[src/rtl/core/assert_macros.svh]
// assertion helpers shared by the core
`ifndef ASSERT_MACROS_SVH
`define ASSERT_MACROS_SVH

`ifndef SYNTH
`define FBT_ASSERT(lbl, prop, msg) \
  lbl: assert property (@(posedge clk_i) disable iff (!rst_ni) prop) else $error(msg);
`define FBT_ASSERT_ALWAYS(lbl, prop, msg) \
  lbl: assert property (@(posedge clk_i) prop) else $error(msg);
`else
`define FBT_ASSERT(lbl, prop, msg)
`define FBT_ASSERT_ALWAYS(lbl, prop, msg)
`endif

`endif

[src/rtl/core/fbt_pkg.sv]
package fbt_pkg;

  localparam int unsigned TAPS_DEF        = 33;
  localparam int unsigned FACTOR_DEF      = 3;
  localparam int unsigned SAMPLE_BITS_DEF = 16;

  localparam int unsigned COEF_W      = 17;
  localparam int unsigned COEF_FRAC   = 17;
  localparam int unsigned COEF_COUNT  = 33;
  localparam int unsigned COEF_ADDR_W = $clog2(COEF_COUNT);
  localparam int unsigned COEF_IDX_W  = 7;

  localparam logic signed [COEF_W-1:0] COEF_ROM [COEF_COUNT] = '{
    17'sd56,    17'sd195,   17'sd199,   -17'sd166,  -17'sd762,  -17'sd928,
    17'sd0,     17'sd1747,  17'sd2741,  17'sd1178,  -17'sd2954, -17'sd6675,
    -17'sd5320, 17'sd3969,  17'sd19151, 17'sd33449, 17'sd39309,
    17'sd33449, 17'sd19151, 17'sd3969,  -17'sd5320, -17'sd6675, -17'sd2954,
    17'sd1178,  17'sd2741,  17'sd1747,  17'sd0,     -17'sd928,  -17'sd762,
    -17'sd166,  17'sd199,   17'sd195,   17'sd56
  };

  typedef enum logic [1:0] {
    ST_IDLE,
    ST_RUN,
    ST_DRAIN,
    ST_FIN
  } fbt_state_e;

  typedef struct packed {
    logic clr;
    logic issue;
  } fbt_mac_ctrl_t;

  // taps beyond the table weigh zero
  function automatic logic signed [COEF_W-1:0] coef_at(input logic [COEF_IDX_W-1:0] idx);
    logic signed [COEF_W-1:0] c;
    c = '0;
    if (idx < COEF_IDX_W'(COEF_COUNT)) begin
      c = COEF_ROM[idx[COEF_ADDR_W-1:0]];
    end
    return c;
  endfunction

endpackage

[src/rtl/core/fbt_cell.sv]
module fbt_cell import fbt_pkg::*; #(
  parameter int unsigned SAMPLE_BITS = SAMPLE_BITS_DEF
) (
  input  logic                          clk_i,
  input  logic                          rst_ni,
  input  logic                          en_i,
  input  logic signed [SAMPLE_BITS-1:0] d_i,
  output logic signed [SAMPLE_BITS-1:0] q_o
);

  logic signed [SAMPLE_BITS-1:0] q_q;

  always_ff @(posedge clk_i or negedge rst_ni) begin
    if (!rst_ni) begin
      q_q <= '0;
    end else if (en_i) begin
      q_q <= d_i;
    end
  end

  assign q_o = q_q;

endmodule

[src/rtl/core/fbt_mac.sv]
module fbt_mac import fbt_pkg::*; #(
  parameter int unsigned TAPS        = TAPS_DEF,
  parameter int unsigned SAMPLE_BITS = SAMPLE_BITS_DEF
) (
  input  logic                          clk_i,
  input  logic                          rst_ni,
  input  fbt_mac_ctrl_t                 ctrl_i,
  input  logic signed [SAMPLE_BITS-1:0] sample_i,
  input  logic signed [COEF_W-1:0]      coef_i,
  output logic signed [SAMPLE_BITS-1:0] result_o
);

  localparam int unsigned PROD_W = SAMPLE_BITS + COEF_W;
  localparam int unsigned ACC_W  = PROD_W + $clog2(TAPS) + 1;
  localparam int unsigned SH_W   = ACC_W + 1 - COEF_FRAC;

  localparam logic signed [ACC_W:0]  RND    = (ACC_W + 1)'(1) << (COEF_FRAC - 1);
  localparam logic signed [SH_W-1:0] SAT_HI = {{(SH_W - SAMPLE_BITS + 1){1'b0}},
                                              {(SAMPLE_BITS - 1){1'b1}}};
  localparam logic signed [SH_W-1:0] SAT_LO = {{(SH_W - SAMPLE_BITS + 1){1'b1}},
                                              {(SAMPLE_BITS - 1){1'b0}}};

  logic signed [PROD_W-1:0] prod_d, prod_q;
  logic                     prod_vld_q;
  logic signed [ACC_W-1:0]  acc_d, acc_q;
  logic signed [ACC_W:0]    rnd_sum;
  logic signed [ACC_W:0]    rnd_shift;
  logic signed [SH_W-1:0]   rounded;

  assign prod_d = PROD_W'(sample_i) * PROD_W'(coef_i);

  always_comb begin
    acc_d = acc_q;
    if (ctrl_i.clr) begin
      acc_d = '0;
    end else if (prod_vld_q) begin
      acc_d = acc_q + ACC_W'(prod_q);
    end
  end

  always_ff @(posedge clk_i or negedge rst_ni) begin
    if (!rst_ni) begin
      prod_vld_q <= 1'b0;
    end else begin
      prod_vld_q <= ctrl_i.issue;
    end
  end

  always_ff @(posedge clk_i) begin
    prod_q <= prod_d;
    acc_q  <= acc_d;
  end

  // round half up to the sample grid, then clamp
  assign rnd_sum   = (ACC_W + 1)'(acc_q) + RND;
  assign rnd_shift = rnd_sum >>> COEF_FRAC;
  assign rounded   = rnd_shift[SH_W-1:0];

  always_comb begin
    if (rounded > SAT_HI) begin
      result_o = SAT_HI[SAMPLE_BITS-1:0];
    end else if (rounded < SAT_LO) begin
      result_o = SAT_LO[SAMPLE_BITS-1:0];
    end else begin
      result_o = rounded[SAMPLE_BITS-1:0];
    end
  end

endmodule

[src/rtl/core/fir_decimator_by_three_core.sv]
// the transfer of every FACTOR-th input starts a run: ST_RUN visits every tap, then ST_DRAIN, then ST_FIN
//   registers the result once the output register is free; no input is taken until ST_IDLE again,
//   so the pace is set by the single multiply-accumulate unit that visits every tap of the sample ring
// inputs that emit no result are taken in ST_IDLE without leaving it
// reset: asynchronous active low, clears the sample ring, phase and handshake state
`include "assert_macros.svh"

module fir_decimator_by_three_core import fbt_pkg::*; #(
  parameter int unsigned TAPS        = TAPS_DEF,
  parameter int unsigned FACTOR      = FACTOR_DEF,
  parameter int unsigned SAMPLE_BITS = SAMPLE_BITS_DEF
) (
  input  logic                          clk_i,
  input  logic                          rst_ni,
  input  logic                          in_valid_i,
  output logic                          in_ready_o,
  input  logic signed [SAMPLE_BITS-1:0] sample_in_i,
  output logic                          out_valid_o,
  input  logic                          out_ready_i,
  output logic signed [SAMPLE_BITS-1:0] sample_out_o
);

  localparam int unsigned TAP_W = $clog2(TAPS);
  localparam int unsigned PH_W  = $clog2(FACTOR);

  fbt_state_e state_q, state_d;
  logic [TAP_W-1:0] tap_q, tap_d;
  logic [PH_W-1:0]  phase_q, phase_d;
  logic             in_xfer;
  logic             last_phase;
  logic             load;
  logic             rotate;
  logic             out_load;
  fbt_mac_ctrl_t    mac_ctrl;

  logic signed [SAMPLE_BITS-1:0] cell_q [TAPS];
  logic signed [SAMPLE_BITS-1:0] head_d;
  logic signed [SAMPLE_BITS-1:0] result;
  logic                          out_valid_q, out_valid_d;
  logic signed [SAMPLE_BITS-1:0] sample_out_q;

  assign in_xfer    = in_valid_i && in_ready_o;
  assign last_phase = (phase_q == PH_W'(FACTOR - 1));

  // next state
  always_comb begin
    state_d = state_q;
    case (state_q)
      ST_IDLE: begin
        if (in_xfer && last_phase) begin
          state_d = ST_RUN;
        end
      end
      ST_RUN: begin
        if (tap_q == '0) begin
          state_d = ST_DRAIN;
        end
      end
      ST_DRAIN: begin
        state_d = ST_FIN;
      end
      ST_FIN: begin
        if (!out_valid_q || out_ready_i) begin
          state_d = ST_IDLE;
        end
      end
      default: begin
        state_d = ST_IDLE;
      end
    endcase
  end

  // outputs
  always_comb begin
    in_ready_o     = 1'b0;
    rotate         = 1'b0;
    out_load       = 1'b0;
    mac_ctrl.clr   = 1'b0;
    mac_ctrl.issue = 1'b0;
    case (state_q)
      ST_IDLE: begin
        in_ready_o   = 1'b1;
        mac_ctrl.clr = 1'b1;
      end
      ST_RUN: begin
        rotate         = 1'b1;
        mac_ctrl.issue = 1'b1;
      end
      ST_DRAIN: begin
      end
      ST_FIN: begin
        out_load = !out_valid_q || out_ready_i;
      end
      default: begin
      end
    endcase
  end

  assign load = in_xfer;

  always_comb begin
    tap_d   = tap_q;
    phase_d = phase_q;
    if (in_xfer) begin
      phase_d = last_phase ? '0 : phase_q + PH_W'(1);
      tap_d   = TAP_W'(TAPS - 1);
    end else if (rotate) begin
      tap_d = tap_q - TAP_W'(1);
    end
  end

  always_comb begin
    out_valid_d = out_valid_q;
    if (out_load) begin
      out_valid_d = 1'b1;
    end else if (out_ready_i) begin
      out_valid_d = 1'b0;
    end
  end

  always_ff @(posedge clk_i or negedge rst_ni) begin
    if (!rst_ni) begin
      state_q     <= ST_IDLE;
      tap_q       <= '0;
      phase_q     <= '0;
      out_valid_q <= 1'b0;
    end else begin
      state_q     <= state_d;
      tap_q       <= tap_d;
      phase_q     <= phase_d;
      out_valid_q <= out_valid_d;
    end
  end

  always_ff @(posedge clk_i) begin
    if (out_load) begin
      sample_out_q <= result;
    end
  end

  // sample ring: newest at the head, a full turn during the run restores the order
  assign head_d = load ? sample_in_i : cell_q[TAPS-1];

  for (genvar i = 0; i < TAPS; i++) begin : g_cell
    fbt_cell #(
      .SAMPLE_BITS (SAMPLE_BITS)
    ) u_cell (
      .clk_i  (clk_i),
      .rst_ni (rst_ni),
      .en_i   (load || rotate),
      .d_i    ((i == 0) ? head_d : cell_q[(i == 0) ? 0 : i - 1]),
      .q_o    (cell_q[i])
    );
  end

  fbt_mac #(
    .TAPS        (TAPS),
    .SAMPLE_BITS (SAMPLE_BITS)
  ) u_mac (
    .clk_i    (clk_i),
    .rst_ni   (rst_ni),
    .ctrl_i   (mac_ctrl),
    .sample_i (cell_q[TAPS-1]),
    .coef_i   (coef_at(COEF_IDX_W'(tap_q))),
    .result_o (result)
  );

  assign out_valid_o  = out_valid_q;
  assign sample_out_o = sample_out_q;

  `FBT_ASSERT(a_start_run, in_xfer && last_phase |=> state_q == ST_RUN && tap_q == TAP_W'(TAPS - 1), "run did not start on the last phase")
  `FBT_ASSERT(a_run_end, state_q == ST_RUN && tap_q == '0 |=> state_q == ST_DRAIN, "run did not end after the last tap")
  `FBT_ASSERT(a_fin_out, state_q == ST_FIN && (!out_valid_q || out_ready_i) |=> out_valid_o && state_q == ST_IDLE, "result not posted")
  `FBT_ASSERT(a_no_in_busy, state_q != ST_IDLE |-> !in_xfer, "input transfer while busy")

endmodule

[config.mk]
export PLATFORM = sky130hd
export DESIGN_NAME = fir_decimator_by_three_core
export DESIGN_NICKNAME = d
export VERILOG_FILES = /design/src/rtl/core/fbt_pkg.sv /design/src/rtl/core/fbt_cell.sv /design/src/rtl/core/fbt_mac.sv /design/src/rtl/core/fir_decimator_by_three_core.sv
export VERILOG_INCLUDE_DIRS = /design/src /design/src/rtl/core
export SDC_FILE = /design/constraint.sdc
export NUM_CORES = 2
export LEC_CHECK = 0
export ABC_AREA = 1
export ABC_CLOCK_PERIOD_IN_PS = 15050
export BUFFER_PORTS_ARGS = -buffer_cell sky130_fd_sc_hd__buf_2
export CELL_PAD_IN_SITES_DETAIL_PLACEMENT = 1
export CELL_PAD_IN_SITES_GLOBAL_PLACEMENT = 2
export CORE_UTILIZATION = 42
export DETAILED_ROUTE_END_ITERATION = 7
export GPL_TIMING_DRIVEN = 0
export PLACE_DENSITY_LB_ADDON = 0.1
export SYNTH_ARGS = -nofsm -noshare
export SYNTH_HDL_FRONTEND = slang
export SYNTH_SLANG_ARGS = --single-unit
[constraint.sdc]
create_clock -name clk_i -period 15.05 [get_ports clk_i]
set_input_delay 1.505 -clock clk_i [delete_from_list [all_inputs] [get_ports clk_i]]
set_output_delay 1.505 -clock clk_i [all_outputs]
set_load 0.02 [all_outputs]
# Word level (Yosys, flattened, before mapping)
# Memory sizes are Yosys's and may differ from the RTL's.
# Index checks and enable logic that the tools add are counted.
[totals]
register_bits = 629
rom_bits = 1088
inputBits = 20
out_inout_bits = 18
wordCells = 86
memories = 1
[mem_list]
columns = ["name", "depth", "width", "read_ports", "rd_clocked_by_memory_dff", "wr", "line", "text"]
rows = [
  ["(no name shown)", 64, 17, 1, 0, 0, "fbt_pkg.sv:39", "c = COEF_ROM[idx[COEF_ADDR_W-1:0]];"],
]
[classes]
add_sub_neg = 4
mul = 1
order_cmp = 4
n_eq_ne = 7
mux = 17
n_bitwise = 1
reduce_logical = 10
[ops]
columns = ["cell", "n"]
rows = [
  ["two-way mux 17 bit", 3],
  ["adder 40 x 18 -> 41 bit, second input constant", 1],
  ["adder 40 x 33 -> 40 bit", 1],
  ["multiplier 16 x 17 -> 33 bit", 1],
  ["two-way mux 16 bit", 2],
  ["greater-than comparator 24 x 16 -> 1 bit, second input constant", 1],
  ["less-than comparator 24 x 16 -> 1 bit, second input constant", 1],
  ["two-way mux 6 bit", 2],
  ["two-way mux 2 bit", 4],
  ["one-hot mux 2 bit (4 select lines)", 1],
  [">= comparator 7 bit, second input constant", 1],
  ["NOT 6 -> 7 bit", 1],
  ["== test 2 bit, second input constant", 3],
  ["zero test 6 bit", 1],
  ["less-than comparator 6 bit, second input constant", 1],
  ["!= test 2 bit, second input constant", 3],
  ["subtractor 6 x 1 -> 6 bit, second input constant", 1],
  ["two-way mux 1 bit", 5],
  ["nonzero test 2 bit", 2],
  ["AND reduction 3 bit", 1],
  ["adder 2 x 1 -> 2 bit, second input constant", 1],
  ["== test 2 x 1 -> 1 bit, second input constant", 1],
  ["logical AND 1 bit", 2],
  ["zero test 2 bit", 1],
  ["other kinds (2)", 3],
]

# Logic depth before layout (Yosys ltp)
[depth]
depth_word = 6
ltp_mapped = 33
mapped_depth_nobuf = 32

# Modules after synthesis
# From an unflattened synthesis, not the netlist that was laid out.
[unflattened]
cells_unflattened = 5006
area_unflattened_um2 = 40322.4
[modules_own_cells]
columns = ["module", "instances", "cells_each", "area_per_inst_um2", "seq_area_each_um2"]
rows = [
  ["fbt_cell", 33, 68, 644.4, 400.4],
  ["fbt_mac", 1, 2449, 16916.2, 1486.4],
  ["fir_decimator_by_three_core", 1, 313, 2142.1, 755.7],
]

# Least setup slack after synthesis
# No wires, ideal clock.
[synth_path]
path_type = "flip-flop to flip-flop"
startpoint = "reg tap_q[1]"
endpoint = "reg u_mac.prod_q[32]"
setup_time_ns = 0.124
arrival_time_ns = 6.752
t_required_ns = 14.926
slack_ns = 8.173
path_stages_with_launch = 27
path_buffers = 1
synth_period_minus_slack_ns = 6.877
path_cell_list = "dfrtp_1 inv_1 ha_1 nor2_1 o21ai_0 nand3_1 nand2_1 inv_1 buf_2 nor2_1 fa_1 fa_1 inv_1 fa_1 inv_1 fa_1 inv_1 fa_1 fa_1 inv_1 ha_1 inv_1 nor3_1 nand2_1 o21ai_0 a21oi_1 xor2_1"
[synth_via]
elab_chain_len = 6
elab_cells_between_ends = 7
cone_classes = "mul (1); order compare (1); mux (3); bitwise (1); memory (1)"
[synth_lines]
columns = ["item", "line", "text"]
rows = [
  ["start: declaration", "fir_decimator_by_three_core.sv:27", "logic [TAP_W-1:0] tap_q, tap_d;"],
  ["start signal: assignment", "fir_decimator_by_three_core.sv:129", "tap_q <= tap_d;"],
  ["NOT 6 -> 7 bit (not written as such)", "fbt_pkg.sv:39", ""],
  ["memory (64 x 17 bit)", "n/a", ""],
  ["two-way mux 17 bit (not written as such) (2 in series)", "fbt_pkg.sv:39", ""],
  ["two-way mux 17 bit *", "fbt_pkg.sv:38", "if (idx < COEF_IDX_W'(COEF_COUNT)) begin"],
  ["multiplier 16 x 17 -> 33 bit *", "fbt_mac.sv:30", "assign prod_d = PROD_W'(sample_i) * PROD_W'(coef_i);"],
  ["via u_mac.prod_d[32]", "fbt_mac.sv:23", "logic signed [PROD_W-1:0] prod_d, prod_q;"],
  ["end signal: assignment", "fbt_mac.sv:50", "prod_q <= prod_d;"],
  ["end: declaration", "fbt_mac.sv:23", ""],
]
# The timed path passes the listed nets; every way through them passes the cells marked *. The select of a mux whose other input is x is not followed.
# A chain may end at the register's enable or synchronous reset.

# Worst setup path after layout
# Ends and elaborated chain as after synthesis.

==> metrics.txt <==
Clock Path Buffers=3; crit path DAT=8750 ps; CP Capture Type=flip-flop; Synth top area share=0.3559; gr ovfl total=0; crit-path max cell delay=1000 ps; slowest stage cell on the critical path=fa_1; Synth top cells by count=2,016 x nand2_1, 625 x inv_1, 540 x dfrtp_1, 334 x nor2_1, 277 x fa_1; R2R cell count=26; final setup vio count=0; Final Critical Period=8277 ps; Critical Path End=u_mac.prod_q[32]; headroom to the max-slew limit=0.08842; register bit total from synthesis=629; Util after Layout=0.4763; share of cells above drive strength 1=0.05232; status=completed; drt via density=4.900; skew final=30.34 ps; drt pass-1 iters=5; gr usage total=0.2460; Yosys cell types=53; Net Count, Synth=5,191; DPL Wire Length=84.79 mm; fmax=120.8 MHz; final slew viol count=0; worst min-delay path class=flip-flop to flip-flop; most used cell, CP=inv_1; Crit Path Max Fanout=10; total number of vias=29,880; top cells by area, synth=dfrtp_1 36%, nand2_1 20%, fa_1 15%; pin count of the biggest net entering global routing=118; Initial Utilization=0.4270; GPL Wtd Cong=0.9029; Layout Nets=5,307; die area=91,610 um^2; hold_sp=g_cell[14].u_cell.q_o[2]; Synth Area per Inst=7.983 um^2; Post-CTS Hold Buffers=0; Die W=302.7 um; mapped cell area=37,970 um^2; Setup Buffers After CTS=0; most numerous cell in the Yosys netlist=nand2_1; warnings from Yosys=0; Setup crit start kind=flip-flop; CTS tree=yes; maximum vdd drop=118.4 uV; Root Buffer Master=clkbuf_16; number of global-route vias before repair=32,551; P_leak=23.11 nW; final wirelength=108.0 mm; core area=88,920 um^2; fin crit share=0.5500; Post-DP Area=39,760 um^2; max cap viols=0; r2r endpoint=u_mac.prod_q[32]; # IOs=38; RSZ-0062 raised after global routing=no; flop2flop setup slack=6770 ps; delay-heaviest family, CP=adder cells; DRT antenna net count=0; Area Overhead vs Synth=11.54%; setup TNS=0 ps; CTS resizes=0; Hold Vio Cnt, Final=0; clock sink total=629; CP Data Required Time=15,520 ps; Gate Count Post-Synth=4,756; sequential area share after synthesis=0.4070; worst reg2reg startpoint=tap_q[1]; clock-pin slew on the worst setup and hold paths=70 ps; ys async rst share=0.8585; slew of the pin with the lowest slew margin=1356 ps; first-pass GRT wire length=177.1 mm; drc violations=0; area leader, netlist=dfrtp_1; WP depth=26; post-route design area=42,350 um^2; drt initial violations=1,669; fillers=10,825; H-tree depth reported by CTS=3; initial antenna violation count=3; CTS buffer count=72; EDFF count, synth=16; P per Cell Area=160.8 nW/um^2; Clk Latency, worst-skew pair=640 ps; post-DR wirelength/cell=17.72 um; Worst Path Buf+Inv=8; die height=302.7 um; Main synth FF type=dfrtp_1; cell row count=109; critical path type=flip-flop to flip-flop; Setup crit start=tap_q[1]; post-route setup slack=6773 ps; IO buf count=37; pre-CTS WS=6767 ps
-- stage by stage --
| step | cells | total power [mW] | hold WS (ps) |
|---|---|---|---|
| 3_5_place_dp | 5963 | 4.977 | 456.2 |
| 6_report | 6098 | 6.811 | 442.1 |
| 4_1_cts | 6096 | 6.911 | 447.2 |
| 3_3_place_gp | 5958 | 4.920 | 452.0 |
| 5_1_grt | 6096 | 7.332 | 474.8 |
| 2_1_floorplan | 4756 | 4.093 | 442.2 |
-- layer usage --
| metal | GRT usage | vias up | wire, um |
|---|---|---|---|
| met5 | 0 | - | 0 |
| met2 | 0.4060 | 469 | 50940 |
| li1 | - | 14576 | - |
| met4 | 0.07263 | 0 | 3051 |
| met1 | 0.3400 | 14666 | 50300 |
| met3 | 0.02929 | 169 | 3740 |
-- worst register-to-register path, delay by kind of cell, from the launching register on --
family | cells | cell delay, ps
xor+xnor | 1 | 180
buf+inv | 8 | 1200
fa+ha+maj | 8 | 4560
flops | 1 | 520
compound gates | 3 | 420
simple gates | 6 | 1240
-- sequential cells by signal, indices dropped and copies added (netlist names) --
name,cells
tap_q,6
g_cell.u_cell.q_o,528
u_mac.acc_q,40
sample_out_o,16
state_q,2
phase_q,2
u_mac.prod_vld_q,1
u_mac.prod_q,33
out_valid_o,1
-- layout make-up --
type	instances	area, um^2	share of cell area
well taps	1165	1458	0.03442
clock inverters	27	454.2	0.01072
plain buffers	164	706.9	0.01669
inverters	639	2399	0.05663
repair buffers	42	332.8	0.007858
diodes	2	5.005	0.0001182
multi-input cells	3324	19410	0.4584
flip-flops and latches	629	15450	0.3649
clock buffers	106	2130	0.05028
-- cells by family after synthesis --
group                    Yosys count  share of synthesized area
AO/OA/AOI/OAI                    347                    0.04966
XOR/XNOR                          68                    0.01569
adder cells (fa/ha/maj)          415                     0.1915
buffers and inverters            803                    0.08179
flip-flops                       629                     0.4070
AND/OR/NAND/NOR                 2494                     0.2543
-- where the power goes --
part	switching, mW	internal [mW]	total, mW
Sequential	0.356	2.22	2.58
Combinational	1.72	0.645	2.36
Clock	0.751	1.12	1.87
Total	2.82	3.99	6.81
-- worst min path at each step --
stage,end,slack [ps],depth (start not counted)
after global placement,g_cell[18].u_cell.q_o[15],450,2
after floorplan,g_cell[10].u_cell.q_o[0],440,2
after global routing,g_cell[15].u_cell.q_o[2],470,2
after detailed placement,g_cell[13].u_cell.q_o[15],460,2
after CTS,g_cell[15].u_cell.q_o[2],450,2
final,g_cell[15].u_cell.q_o[2],440,2
-- cell usage in the layout (no fill, tap or decap), types with 8 or more instances in the layout --
| master | n |
|---|---|
| fa_1 | 277 |
| nand4_1 | 26 |
| nor3_2 | 8 |
| clkbuf_1 | 100 |
| o21bai_1 | 11 |
| xor2_1 | 50 |
| clkbuf_16 | 72 |
| dfxtp_1 | 73 |
| buf_2 | 94 |
| inv_1 | 625 |
| ha_1 | 138 |
| nor3_1 | 15 |
| inv_2 | 11 |
| dfrtp_1 | 540 |
| clkbuf_8 | 20 |
| nand3_1 | 77 |
| clkinv_2 | 9 |
| o21ai_0 | 168 |
| a21oi_1 | 122 |
| edfxtp_1 | 16 |
| xnor2_1 | 18 |
| buf_1 | 17 |
| nor2_1 | 334 |
| nand2_1 | 2016 |
(Power assumes the default switching activity.)
